File: config.mk
export PLATFORM = sky130hd
export DESIGN_NAME = swept_box_brush_clip
export DESIGN_NICKNAME = d
export VERILOG_FILES = /design/src/sbbc_pkg.sv /design/src/sbbc_div.sv /design/src/swept_box_brush_clip.sv
export SDC_FILE = /design/constraint.sdc
export NUM_CORES = 2
export LEC_CHECK = 0
export ABC_AREA = 1
export BUFFER_PORTS_ARGS = -buffer_cell sky130_fd_sc_hd__buf_2
export CORE_MARGIN = 4
export CORE_UTILIZATION = 30
export CTS_CLUSTER_SIZE = 10
export DETAILED_ROUTE_END_ITERATION = 6
export GPL_TIMING_DRIVEN = 0
export PLACE_DENSITY = 0.54
export SKIP_LAST_GASP = 1
export SYNTH_ARGS = -nofsm -noshare
export SYNTH_HDL_FRONTEND = slang
export SYNTH_SLANG_ARGS = --single-unit
File: constraint.sdc
create_clock -name clk_i -period 9 [get_ports clk_i]
set_input_delay 2.25 -clock clk_i [delete_from_list [all_inputs] [get_ports clk_i]]
set_output_delay 2.25 -clock clk_i [all_outputs]
set_load 0.02 [all_outputs]
File: src/sbbc_pkg.sv
// ----------------------------------------------------------------------------
// sbbc_pkg: shared types and constants of the swept box brush clip
// Fixed-point widths, register indexes and the plane record.
// ----------------------------------------------------------------------------
package sbbc_pkg;

  localparam int FracBits = 16;
  localparam int FracW    = FracBits + 1;   // unsigned Q1.F
  localparam int SFracW   = FracBits + 2;   // signed Q1.F
  localparam int DistW    = 52;             // Q.22 distances
  localparam int CfgW     = 48;

  localparam logic [2:0] RegStartX  = 3'd0;
  localparam logic [2:0] RegStartY  = 3'd1;
  localparam logic [2:0] RegStartZ  = 3'd2;
  localparam logic [2:0] RegEndX    = 3'd3;
  localparam logic [2:0] RegEndY    = 3'd4;
  localparam logic [2:0] RegEndZ    = 3'd5;
  localparam logic [2:0] RegExtents = 3'd6;

  typedef struct packed {
    logic [15:0] nx;
    logic [15:0] ny;
    logic [15:0] nz;
    logic [31:0] pdist;
  } plane_t;

  // Divider request: numerator below 2*den is not required; saturate handled.
  typedef struct packed {
    logic             start;
    logic [DistW-1:0] num;
    logic [DistW-1:0] den;
  } div_req_t;

  typedef struct packed {
    logic              done;
    logic [FracW-1:0]  quo;
  } div_rsp_t;

endpackage

File: src/sbbc_div.sv
// ----------------------------------------------------------------------------
// sbbc_div: restoring fraction divider
// One quotient bit a cycle; saturates at one when num >= den.
// ----------------------------------------------------------------------------
module sbbc_div (
  input  logic              clk_i,
  input  logic              rst_ni,
  input  sbbc_pkg::div_req_t req_i,
  output sbbc_pkg::div_rsp_t rsp_o
);
  import sbbc_pkg::*;

  localparam int CntW = $clog2(FracBits + 1);

  logic [DistW:0]   rem_q, rem_d;
  logic [DistW-1:0] den_q, den_d;
  logic [FracW-1:0] quo_q, quo_d;
  logic [CntW-1:0]  cnt_q, cnt_d;
  logic             busy_q, busy_d, done_q, done_d;
  logic [DistW:0]   shl;

  assign shl = {rem_q[DistW-1:0], 1'b0};

  always_comb begin
    rem_d  = rem_q;
    den_d  = den_q;
    quo_d  = quo_q;
    cnt_d  = cnt_q;
    busy_d = busy_q;
    done_d = 1'b0;
    if (req_i.start) begin
      den_d = req_i.den;
      rem_d = {1'b0, req_i.num};
      quo_d = '0;
      cnt_d = '0;
      if (req_i.num >= req_i.den) begin
        quo_d  = FracW'(1) << FracBits;
        done_d = 1'b1;
      end else begin
        busy_d = 1'b1;
      end
    end else if (busy_q) begin
      if (shl >= {1'b0, den_q}) begin
        rem_d = shl - {1'b0, den_q};
        quo_d = {quo_q[FracW-2:0], 1'b1};
      end else begin
        rem_d = shl;
        quo_d = {quo_q[FracW-2:0], 1'b0};
      end
      cnt_d = cnt_q + 1'b1;
      if (cnt_q == CntW'(FracBits - 1)) begin
        busy_d = 1'b0;
        done_d = 1'b1;
      end
    end
  end

  always_ff @(posedge clk_i or negedge rst_ni) begin
    if (!rst_ni) begin
      busy_q <= 1'b0;
      done_q <= 1'b0;
      cnt_q  <= '0;
    end else begin
      busy_q <= busy_d;
      done_q <= done_d;
      cnt_q  <= cnt_d;
    end
  end

  always_ff @(posedge clk_i) begin
    rem_q <= rem_d;
    den_q <= den_d;
    quo_q <= quo_d;
  end

  assign rsp_o.done = done_q;
  assign rsp_o.quo  = quo_q;

  a_no_overlap: assert property (@(posedge clk_i) disable iff (!rst_ni)
    busy_q |-> !req_i.start) else $error("divider restarted while busy");
  a_done_one: assert property (@(posedge clk_i) disable iff (!rst_ni)
    done_q |-> quo_q <= (FracW'(1) << FracBits)) else $error("quotient above one");
  a_done_pulse: assert property (@(posedge clk_i) disable iff (!rst_ni)
    done_q |=> !done_q) else $error("done held two cycles");

endmodule

File: src/swept_box_brush_clip.sv
// ----------------------------------------------------------------------------
// swept_box_brush_clip: swept box against convex solids, plane by plane
// Clips a box sweep against one bounding plane per transaction and reports
// the best fraction on the last plane of each solid.
// ----------------------------------------------------------------------------
//  channel   direction  handshake               payload
//  cfg       in         cfg_we_i                cfg_idx_i, cfg_data_i
//  plane     in         in_valid_i/in_stall_o   normal, plane_dist, flags
//  result    out        out_valid_o/out_stall_i fraction, hit plane, flags
//
//  A plane passes the multiply, decide and fold steps, and the divide step
//  too when it needs a division; a plane of a solid already missed goes
//  straight to the fold. A 33x17 signed multiplier is shared over ten
//  products and the restoring divider yields one quotient bit a cycle.
//  Reset clears configuration and flags to zero, sets enter to minus one and exit and best to one.
//  The plane input stalls while a plane is in work or a result is waiting.
//  A waiting result holds until the result stall drops.
// ----------------------------------------------------------------------------
module swept_box_brush_clip (
  input  logic                          clk_i,
  input  logic                          rst_ni,
  input  logic                          cfg_we_i,
  input  logic [2:0]                    cfg_idx_i,
  input  logic [sbbc_pkg::CfgW-1:0]     cfg_data_i,
  input  logic                          in_valid_i,
  output logic                          in_stall_o,
  input  logic signed [15:0]            normal_x_i,
  input  logic signed [15:0]            normal_y_i,
  input  logic signed [15:0]            normal_z_i,
  input  logic signed [31:0]            plane_dist_i,
  input  logic                          first_side_i,
  input  logic                          last_side_i,
  input  logic                          new_trace_i,
  output logic                          out_valid_o,
  input  logic                          out_stall_i,
  output logic [sbbc_pkg::FracW-1:0]    fraction_o,
  output logic signed [15:0]            hit_normal_x_o,
  output logic signed [15:0]            hit_normal_y_o,
  output logic signed [15:0]            hit_normal_z_o,
  output logic signed [31:0]            hit_plane_dist_o,
  output logic                          start_solid_o,
  output logic                          all_solid_o
);
  import sbbc_pkg::*;

  typedef enum logic [2:0] {
    S_IDLE, S_MUL, S_DECIDE, S_DIV, S_FOLD, S_OUT
  } state_e;

  localparam logic signed [DistW-1:0] Eps = DistW'(1) <<< 19;
  localparam logic signed [SFracW-1:0] FOne = SFracW'(1) <<< FracBits;

  // configuration
  logic signed [31:0] sx_q, sy_q, sz_q, ex_q, ey_q, ez_q;
  logic [47:0]        ext_q;

  always_ff @(posedge clk_i or negedge rst_ni) begin
    if (!rst_ni) begin
      sx_q <= '0; sy_q <= '0; sz_q <= '0;
      ex_q <= '0; ey_q <= '0; ez_q <= '0;
      ext_q <= '0;
    end else if (cfg_we_i) begin
      unique case (cfg_idx_i)
        RegStartX:  sx_q  <= cfg_data_i[31:0];
        RegStartY:  sy_q  <= cfg_data_i[31:0];
        RegStartZ:  sz_q  <= cfg_data_i[31:0];
        RegEndX:    ex_q  <= cfg_data_i[31:0];
        RegEndY:    ey_q  <= cfg_data_i[31:0];
        RegEndZ:    ez_q  <= cfg_data_i[31:0];
        RegExtents: ext_q <= cfg_data_i;
        default:    ;
      endcase
    end
  end

  state_e state_q;
  logic [3:0] step_q;
  plane_t     pl_q;
  logic       last_q;

  // accumulators for pushed distance, d1 and d2 (Q.22)
  logic signed [DistW-1:0] push_q, d1_q, d2_q;
  logic                    neg_q;   // exit path: negate quotient

  // solid and trace state
  logic signed [SFracW-1:0] enter_q, exit_q;
  logic                     gets_out_q, starts_out_q, missed_q;
  plane_t                   enter_pl_q, best_pl_q;
  logic [FracW-1:0]         best_q;
  logic [1:0]               flags_q;

  // shared multiplier: 33-bit signed by 17-bit signed
  logic signed [32:0] mul_a;
  logic signed [16:0] mul_b;
  logic signed [49:0] mul_p;
  logic [15:0] anx, any, anz;

  assign anx = pl_q.nx[15] ? 16'(-pl_q.nx) : pl_q.nx;
  assign any = pl_q.ny[15] ? 16'(-pl_q.ny) : pl_q.ny;
  assign anz = pl_q.nz[15] ? 16'(-pl_q.nz) : pl_q.nz;

  always_comb begin
    mul_a = '0;
    mul_b = '0;
    unique case (step_q)
      4'd0: begin mul_a = 33'($signed(pl_q.pdist)); mul_b = 17'sd16384; end
      4'd1: begin mul_a = {17'd0, ext_q[15:0]};  mul_b = {1'b0, anx}; end
      4'd2: begin mul_a = {17'd0, ext_q[31:16]}; mul_b = {1'b0, any}; end
      4'd3: begin mul_a = {17'd0, ext_q[47:32]}; mul_b = {1'b0, anz}; end
      4'd4: begin mul_a = 33'(sx_q); mul_b = 17'($signed(pl_q.nx)); end
      4'd5: begin mul_a = 33'(sy_q); mul_b = 17'($signed(pl_q.ny)); end
      4'd6: begin mul_a = 33'(sz_q); mul_b = 17'($signed(pl_q.nz)); end
      4'd7: begin mul_a = 33'(ex_q); mul_b = 17'($signed(pl_q.nx)); end
      4'd8: begin mul_a = 33'(ey_q); mul_b = 17'($signed(pl_q.ny)); end
      4'd9: begin mul_a = 33'(ez_q); mul_b = 17'($signed(pl_q.nz)); end
      default: ;
    endcase
  end

  assign mul_p = mul_a * mul_b;

  logic signed [49:0] prod_q;
  logic [3:0]         pstep_q;
  logic               pvalid_q;
  always_ff @(posedge clk_i) begin
    prod_q <= mul_p;
  end

  // decision on d1, d2
  logic miss_c, any_out_c, enter_c;
  logic signed [DistW-1:0] enum_c, xnum_c, den_c;
  assign miss_c    = (d1_q > 0) && ((d2_q >= Eps) || (d2_q >= d1_q));
  assign any_out_c = (d1_q > 0) || (d2_q > 0);
  assign enter_c   = d1_q > d2_q;
  assign enum_c    = d1_q - Eps;
  assign xnum_c    = d1_q + Eps;
  assign den_c     = enter_c ? d1_q - d2_q : d2_q - d1_q;

  div_req_t div_req;
  div_rsp_t div_rsp;
  sbbc_div u_div (.clk_i, .rst_ni, .req_i(div_req), .rsp_o(div_rsp));

  logic skip_div_c;     // enter path with non-positive numerator gives zero
  assign skip_div_c = enter_c && (enum_c <= 0);

  always_comb begin
    div_req.start = 1'b0;
    div_req.den   = den_c;
    div_req.num   = enter_c ? enum_c : (xnum_c[DistW-1] ? -xnum_c : xnum_c);
    if (state_q == S_DECIDE && !missed_q && !miss_c && any_out_c && !skip_div_c)
      div_req.start = 1'b1;
  end

  // fraction update as a signed value
  function automatic logic signed [SFracW-1:0] sq(input logic [FracW-1:0] q);
    sq = $signed({1'b0, q});
  endfunction

  logic signed [SFracW-1:0] enter_new, exit_new;
  assign enter_new = skip_div_c ? '0 : sq(div_rsp.quo);
  assign exit_new  = neg_q ? -sq(div_rsp.quo) : sq(div_rsp.quo);

  logic accept;
  assign accept     = in_valid_i && !in_stall_o;
  assign in_stall_o = (state_q != S_IDLE);

  always_ff @(posedge clk_i or negedge rst_ni) begin
    if (!rst_ni) begin
      state_q      <= S_IDLE;
      step_q       <= '0;
      pstep_q      <= '0;
      pvalid_q     <= 1'b0;
      pl_q         <= '0;
      last_q       <= 1'b0;
      push_q       <= '0;
      d1_q         <= '0;
      d2_q         <= '0;
      neg_q        <= 1'b0;
      enter_q      <= -FOne;
      exit_q       <= FOne;
      gets_out_q   <= 1'b0;
      starts_out_q <= 1'b0;
      missed_q     <= 1'b0;
      enter_pl_q   <= '0;
      best_q       <= FracW'(1) << FracBits;
      best_pl_q    <= '0;
      flags_q      <= '0;
      out_valid_o  <= 1'b0;
    end else begin
      unique case (state_q)
        S_IDLE: begin
          if (accept) begin
            pl_q   <= '{nx: normal_x_i, ny: normal_y_i, nz: normal_z_i,
                        pdist: plane_dist_i};
            last_q <= last_side_i;
            if (new_trace_i) begin
              best_q    <= FracW'(1) << FracBits;
              best_pl_q <= '0;
              flags_q   <= '0;
            end
            if (first_side_i) begin
              enter_q      <= -FOne;
              exit_q       <= FOne;
              gets_out_q   <= 1'b0;
              starts_out_q <= 1'b0;
              missed_q     <= 1'b0;
              enter_pl_q   <= '0;
            end
            step_q   <= '0;
            pvalid_q <= 1'b0;
            state_q  <= (first_side_i || !missed_q) ? S_MUL : S_FOLD;
          end
        end
        S_MUL: begin
          // issue one product a cycle, accumulate it in the cycle after
          pvalid_q <= (step_q <= 4'd9);
          pstep_q  <= step_q;
          if (step_q <= 4'd9) step_q <= step_q + 1'b1;
          if (pvalid_q) begin
            priority case (1'b1)
              pstep_q == 4'd0: push_q <= DistW'(prod_q);
              pstep_q <= 4'd3: push_q <= push_q + (DistW'(prod_q) <<< 4);
              pstep_q == 4'd4: d1_q <= DistW'(prod_q) - push_q;
              pstep_q <= 4'd6: d1_q <= d1_q + DistW'(prod_q);
              pstep_q == 4'd7: d2_q <= DistW'(prod_q) - push_q;
              default:         d2_q <= d2_q + DistW'(prod_q);
            endcase
            if (pstep_q == 4'd9) state_q <= S_DECIDE;
          end
        end
        S_DECIDE: begin
          if (missed_q) begin
            state_q <= S_FOLD;
          end else begin
            if (d2_q > 0) gets_out_q <= 1'b1;
            if (d1_q > 0) starts_out_q <= 1'b1;
            neg_q <= !xnum_c[DistW-1];
            if (miss_c) begin
              missed_q <= 1'b1;
              state_q  <= S_FOLD;
            end else if (!any_out_c) begin
              state_q <= S_FOLD;
            end else if (skip_div_c) begin
              if (enter_new > enter_q) begin
                enter_q    <= enter_new;
                enter_pl_q <= pl_q;
              end
              state_q <= S_FOLD;
            end else begin
              state_q <= S_DIV;
            end
          end
        end
        S_DIV: begin
          if (div_rsp.done) begin
            if (enter_c) begin
              if (enter_new > enter_q) begin
                enter_q    <= enter_new;
                enter_pl_q <= pl_q;
              end
            end else if (exit_new < exit_q) begin
              exit_q <= exit_new;
            end
            state_q <= S_FOLD;
          end
        end
        S_FOLD: begin
          if (!last_q) begin
            state_q <= S_IDLE;
          end else begin
            if (!missed_q) begin
              if (!starts_out_q) begin
                flags_q[0] <= 1'b1;
                if (!gets_out_q) begin
                  flags_q[1] <= 1'b1;
                  best_q     <= '0;
                end
              end else if (enter_q < exit_q && enter_q > -FOne &&
                           enter_q < sq(best_q)) begin
                best_q    <= enter_q[SFracW-1] ? '0 : enter_q[FracW-1:0];
                best_pl_q <= enter_pl_q;
              end
            end
            out_valid_o <= 1'b1;
            state_q     <= S_OUT;
          end
        end
        S_OUT: begin
          if (!out_stall_i) begin
            out_valid_o <= 1'b0;
            state_q     <= S_IDLE;
          end
        end
        default: state_q <= S_IDLE;
      endcase
    end
  end

  assign fraction_o       = best_q;
  assign hit_normal_x_o   = best_pl_q.nx;
  assign hit_normal_y_o   = best_pl_q.ny;
  assign hit_normal_z_o   = best_pl_q.nz;
  assign hit_plane_dist_o = best_pl_q.pdist;
  assign start_solid_o    = flags_q[0];
  assign all_solid_o      = flags_q[1];

  a_valid_state: assert property (@(posedge clk_i) disable iff (!rst_ni)
    out_valid_o |-> state_q == S_OUT) else $error("result shown outside output state");
  a_all_implies_start: assert property (@(posedge clk_i) disable iff (!rst_ni)
    flags_q[1] |-> flags_q[0]) else $error("all-solid without start-solid");
  a_all_zero: assert property (@(posedge clk_i) disable iff (!rst_ni)
    $rose(flags_q[1]) |-> best_q == '0) else $error("all-solid fraction not zero");
  a_best_range: assert property (@(posedge clk_i) disable iff (!rst_ni)
    best_q <= (FracW'(1) << FracBits)) else $error("best fraction above one");

endmodule
; Word-level counts from Yosys, hierarchy flattened
; Cells that the tools add are included.
; Widths: inputs -> output; s select.
[word_totals]
register_bits = 887
wordCells = 304
out_inout_bits = 101
[op_classes]
bitwise = 5
n_eq_ne = 50
add_sub_neg = 16
muxes = 113
magnitude_cmp = 16
n_reduce_logical = 59
n_mul = 1
[ops]
columns = cell, n
row1 = $mux 80, 15
row2 = $mux 52, 11
row3 = $pmux 33 s10, 1
row4 = $mux 18, 15
row5 = $pmux 80 s3, 1
row6 = $mux 17, 12
row7 = $pmux 80 s2, 1
row8 = $sub 52x52->52, 3
row9 = $pmux 17 s7, 1
row10 = $add 52x50->52, 2
row11 = $ge 52x52->1, 2
row12 = $gt 52x1->1 const B, 2
row13 = $lt 18x18->1, 3
row14 = $pmux 18 s3, 1
row15 = $ge 53x52->1, 1
row16 = $add 52x21->52 const B, 1
row17 = $add 52x52->52, 1
row18 = $ge 52x21->1 const B, 1
row19 = $gt 52x52->1, 1
row20 = $le 52x1->1 const B, 1
row21 = $neg 52->52, 1
row22 = $sub 50x52->52, 1
row23 = $sub 52x21->52 const B, 1
row24 = $mul 33x17->50, 1
row25 = other kinds (47), 180

; Longest topological paths before layout
[logic_depth]
ltp_word = 11
ltp_mapped = 38

; Modules after synthesis
; A second synthesis with hierarchy kept.
[hier_totals]
cells_unflattened = 12940
area_unflattened_um2 = 89986.3
[modules_own_cells]
columns = module, cells_each, n_inst, area_per_inst_um2
row1 = swept_box_brush_clip, 11154, 1, 78321.4
row2 = sbbc_div, 1786, 1, 11664.9

; Worst setup path before layout
; OpenSTA, ideal clock, no wires.
[synth_path]
kind = flip-flop to flip-flop
startpoint = register step_q[1]
endpoint = register prod_q[49]
arrival_ns = 7.112
period_less_slack_ns = 7.233
path_slack_ns = 1.767
setup_time_ns = 0.121
required_time_ns = 8.879
stages_incl_launch_ff = 30
cell_sequence = dfrtp_1 inv_1 ha_1 inv_1 nor3_1 inv_1 nand2_1 inv_1 buf_2 o22ai_1 a211oi_1 nand2_1 inv_1 nor2_1 inv_1 fa_1 fa_1 inv_1 fa_1 fa_1 fa_1 inv_1 fa_1 inv_1 ha_1 a21oi_1 nor3_1 a2111oi_0 nand3_1 xor2_1
[synth_via]
elab_chain_len = 4
elab_cells_between_ends = 16
classes_between = mul (1) / eq/ne (9) / mux (2) / reduce/logical (4)
[synth_lines]
columns = item, line
row1 = start: declaration, swept_box_brush_clip.sv:77  ; logic [3:0] step_q;
row2 = start signal: assignment, swept_box_brush_clip.sv:218  ; if (step_q <= 4'd9) step_q <= step_q + 1'b1;
row3 = $eq 4x4->1 / $eq 4x3->1 (equally long branches), swept_box_brush_clip.sv:105  ; unique case (step_q)
row4 = $reduce_or 2->1 (no source line), -
row5 = $pmux 17 s7, swept_box_brush_clip.sv:105
row6 = $mul 33x17->50 (*), swept_box_brush_clip.sv:120  ; assign mul_p = mul_a * mul_b;
row7 = net mul_p[49], swept_box_brush_clip.sv:95  ; logic signed [49:0] mul_p;
row8 = end signal: assignment, swept_box_brush_clip.sv:126  ; prod_q <= mul_p;
row9 = end: declaration, swept_box_brush_clip.sv:122  ; logic signed [49:0] prod_q;
; Mark *: on every way through the listed nets, which the timed path passes. The rest lies on a longest branch.
; A chain may end at the register's enable or synchronous reset.

; Worst setup path after layout
[layout_path]
startpoint = register step_q[1]
endpoint = register prod_q[45]
; Same word-level chain as after synthesis.

==> flow_metrics.tcl <==
set metrics [dict create \
    overflow 0 \
    synth.net_count 14027 \
    synth_cell_types 73 \
    fin_crit_ns 8.73 \
    globalplace.congestion 1.05 \
    syn_area_mm2 0.0896 \
    drt_pass1_iterations 7 \
    layout-drive-gt1-share_pct 6.40 \
    vias 89886 \
    max-slew-margin-rel_pct 8.90 \
    critPathLaunchType "flop" \
    clk_latency_ns 0.88 \
    synth.top_cells.by_count "nand2_1 (3050), inv_1 (2033), nor2_1 (1436), o21ai_0 (1122), dfrtp_1 (712)" \
    slowest_delay_ns 0.60 \
    grt_max_degree 110 \
    synthArstFlopShare_pct 80.7 \
    crit_type "reg2reg" \
    hold_class "reg2reg" \
    avgRoutedWirePerCell_um 25.0 \
    grt_pass1_wl_mm 612 \
    fp.dieW_um 554 \
    yosysWarningCount 0 \
    clockBufferDepth 4 \
    rr_startpoint "step_q[1]" \
    clock_skew_ns 0.116 \
    crit_path_end "prod_q[45]" \
    grt_pass1_vias 87147 \
    path_clk_slew_ns 0.06 \
    port_buffers 239 \
    first_iter_violations 9091 \
    synthTopCellsByArea "dfrtp_1 (20%), nand2_1 (13%), fa_1 (12%)" \
    cts_made_buffers 114 \
    cts_max_level 3 \
    status "completed" \
    hold_viol 0 \
    dieArea_mm2 0.307 \
    syn_avg_cell_area_um2 7.03 \
    clock-sinks 887 \
    hold_buffers 0 \
    end_kind "flop" \
    crit_top_cell "fa_1" \
    areaGrowthSynthToFinish_pct 12.1 \
    crit_required_ns 9.74 \
    arrival_ns 9.47 \
    rsz0062_at_grt "yes" \
    drc_errors 0 \
    fin_crit_sh_pct 97.0 \
    fill_cells 32647 \
    multi_input_area_mm2 0.0579 \
    ys_seq_area_share_pct 25.2 \
    routed_wl_mm 430 \
    maxCapViolCount 0 \
    nets 14456 \
    die-height_um 554 \
    cts_tree "yes" \
    ff2ff_setup_slack_ns 0.27 \
    synth_seq_cells 887 \
    grt_antenna_before_repair 25 \
    grt.total_usage_pct 27.0 \
    fmax_mhz 115 \
    synth_ff_type "dfrtp_1" \
    cp_slowest_cell "and2_1" \
    slew_violations 0 \
    initial_core_util_pct 30.2 \
    vias_per_cell 5.23 \
    seq_area_mm2 0.0226 \
    reg2reg_depth 28 \
    fin_cells 17193 \
    synth_area_leader_cell "dfrtp_1" \
    io_pins 240 \
    ant_nets 0 \
    reg2reg_to "prod_q[45]" \
    hpwl_mm 359 \
    tightest_slew_ns 1.35 \
    setup_viol_count_final 0 \
    synth.most_common_cell "nand2_1" \
    netlist.area_leader.share_pct 19.9 \
    dp.cells 16944 \
    path_max_fanout 10 \
    crit_start "step_q[1]" \
    synthCells 12750 \
    synth-edff-count 121 \
    num_rows 200 \
    ctsRootBufferMaster "clkbuf_16" \
    design.core.area_mm2 0.297 \
]
-- metal layers --
metal	vias to the layer above	track usage, %	wire [um]	share of wire, %
li1	41845	-	-	-
met1	43564	34.7	179000	42
met2	3572	43.3	192000	45
met3	883	4.11	29100	6.8
met4	22	15.2	29400	6.8
met5	-	0	157	0.037
-- logic make-up after synthesis --
| kind of cell | after synthesis | share of synthesized area [%] |
|---|---|---|
| adders and majority gates | 1138 | 20.4 |
| and+or+nand+nor | 5528 | 25.5 |
| xor gates and xnor gates | 336 | 3.30 |
| DFF | 887 | 25.2 |
| muxes | 15 | 0.189 |
| buffers and inverters | 2449 | 10.5 |
| AOI/OAI and AO/OA | 2397 | 14.9 |
-- flip-flops by register name, indices dropped and copies added (netlist names), 48 cells and up --
| name | cells |
|---|---|
| d1_q | 52 |
| d2_q | 52 |
| enter_pl_q | 80 |
| ext_q | 48 |
| pl_q | 80 |
| prod_q | 50 |
| push_q | 52 |
| u_div.den_q | 52 |
| u_div.rem_q | 52 |
-- layout by cell type (no fill, tap or decap), drive strengths merged, types with 121 or more instances in the layout --
master / n
inv: 2046
nor2: 1469
buf: 449
ha: 605
a21oi: 685
fa: 533
nand3: 575
edfxtp: 121
dfrtp: 712
nand2: 3061
clkbuf: 389
nand4: 156
o21ai: 1169
xor2: 230
-- metrics by stage --
step,setup TNS [ns],setup WS [ns],hold slack (ns),util [%],instance area [um^2]
2_1_floorplan,0,1.77,0.442,-,89600
3_3_place_gp,-7801.89,-11.06,0.454,32.2,95700
3_5_place_dp,-38.34,-1.67,0.459,32.4,96100
4_1_cts,-0.0513,-0.0513,0.474,33.6,99800
5_1_grt,-0.0257,-0.0216,0.491,33.8,100000
6_report,0,0.267,0.469,33.8,100000
-- how the worst min path moves through the flow --
| stage | startpoint | endpoint | cells past startpoint |
|---|---|---|---|
| after floorplan | enter_pl_q[0] | enter_pl_q[0] | 2 |
| after global placement | enter_pl_q[67] | enter_pl_q[67] | 2 |
| after detailed placement | enter_pl_q[71] | enter_pl_q[71] | 2 |
| after CTS | enter_pl_q[71] | enter_pl_q[71] | 2 |
| after global routing | enter_pl_q[38] | enter_pl_q[38] | 2 |
| final | enter_pl_q[65] | enter_pl_q[65] | 2 |
-- critical path: cells and delay by family (launching register included) --
family / cells / cell delay [ns]
AO/OA/AOI/OAI: 2 / 0.63
XOR/XNOR: 1 / 0.13
buffers and inverters: 9 / 1.84
adder cells (fa/ha/maj): 8 / 3.70
AND/OR/NAND/NOR: 8 / 1.89
flip-flops: 1 / 0.46
-- cell type report --
class / instances / area share (%)
antenna: 11 / 0.0274
clock inverter: 26 / 0.309
timing repair buffer: 317 / 2.03
inverter: 2078 / 7.83
clock buffer: 154 / 3.13
multi-input combinational: 9414 / 57.7
tap: 3939 / 4.91
sequential: 887 / 22.5
buffer: 367 / 1.65
-- repair_timing --
item | CTS | global route
hold endpoints to repair | 0 | 0
setup buffers | 8 | 54
pin swaps | 5 | 23
resized for setup | 75 | 45
endpoints found under the setup margin | 40 | 28
Power is not shown: default switching activity piles up to over one toggle a cycle in this logic, so the estimate is an artifact.
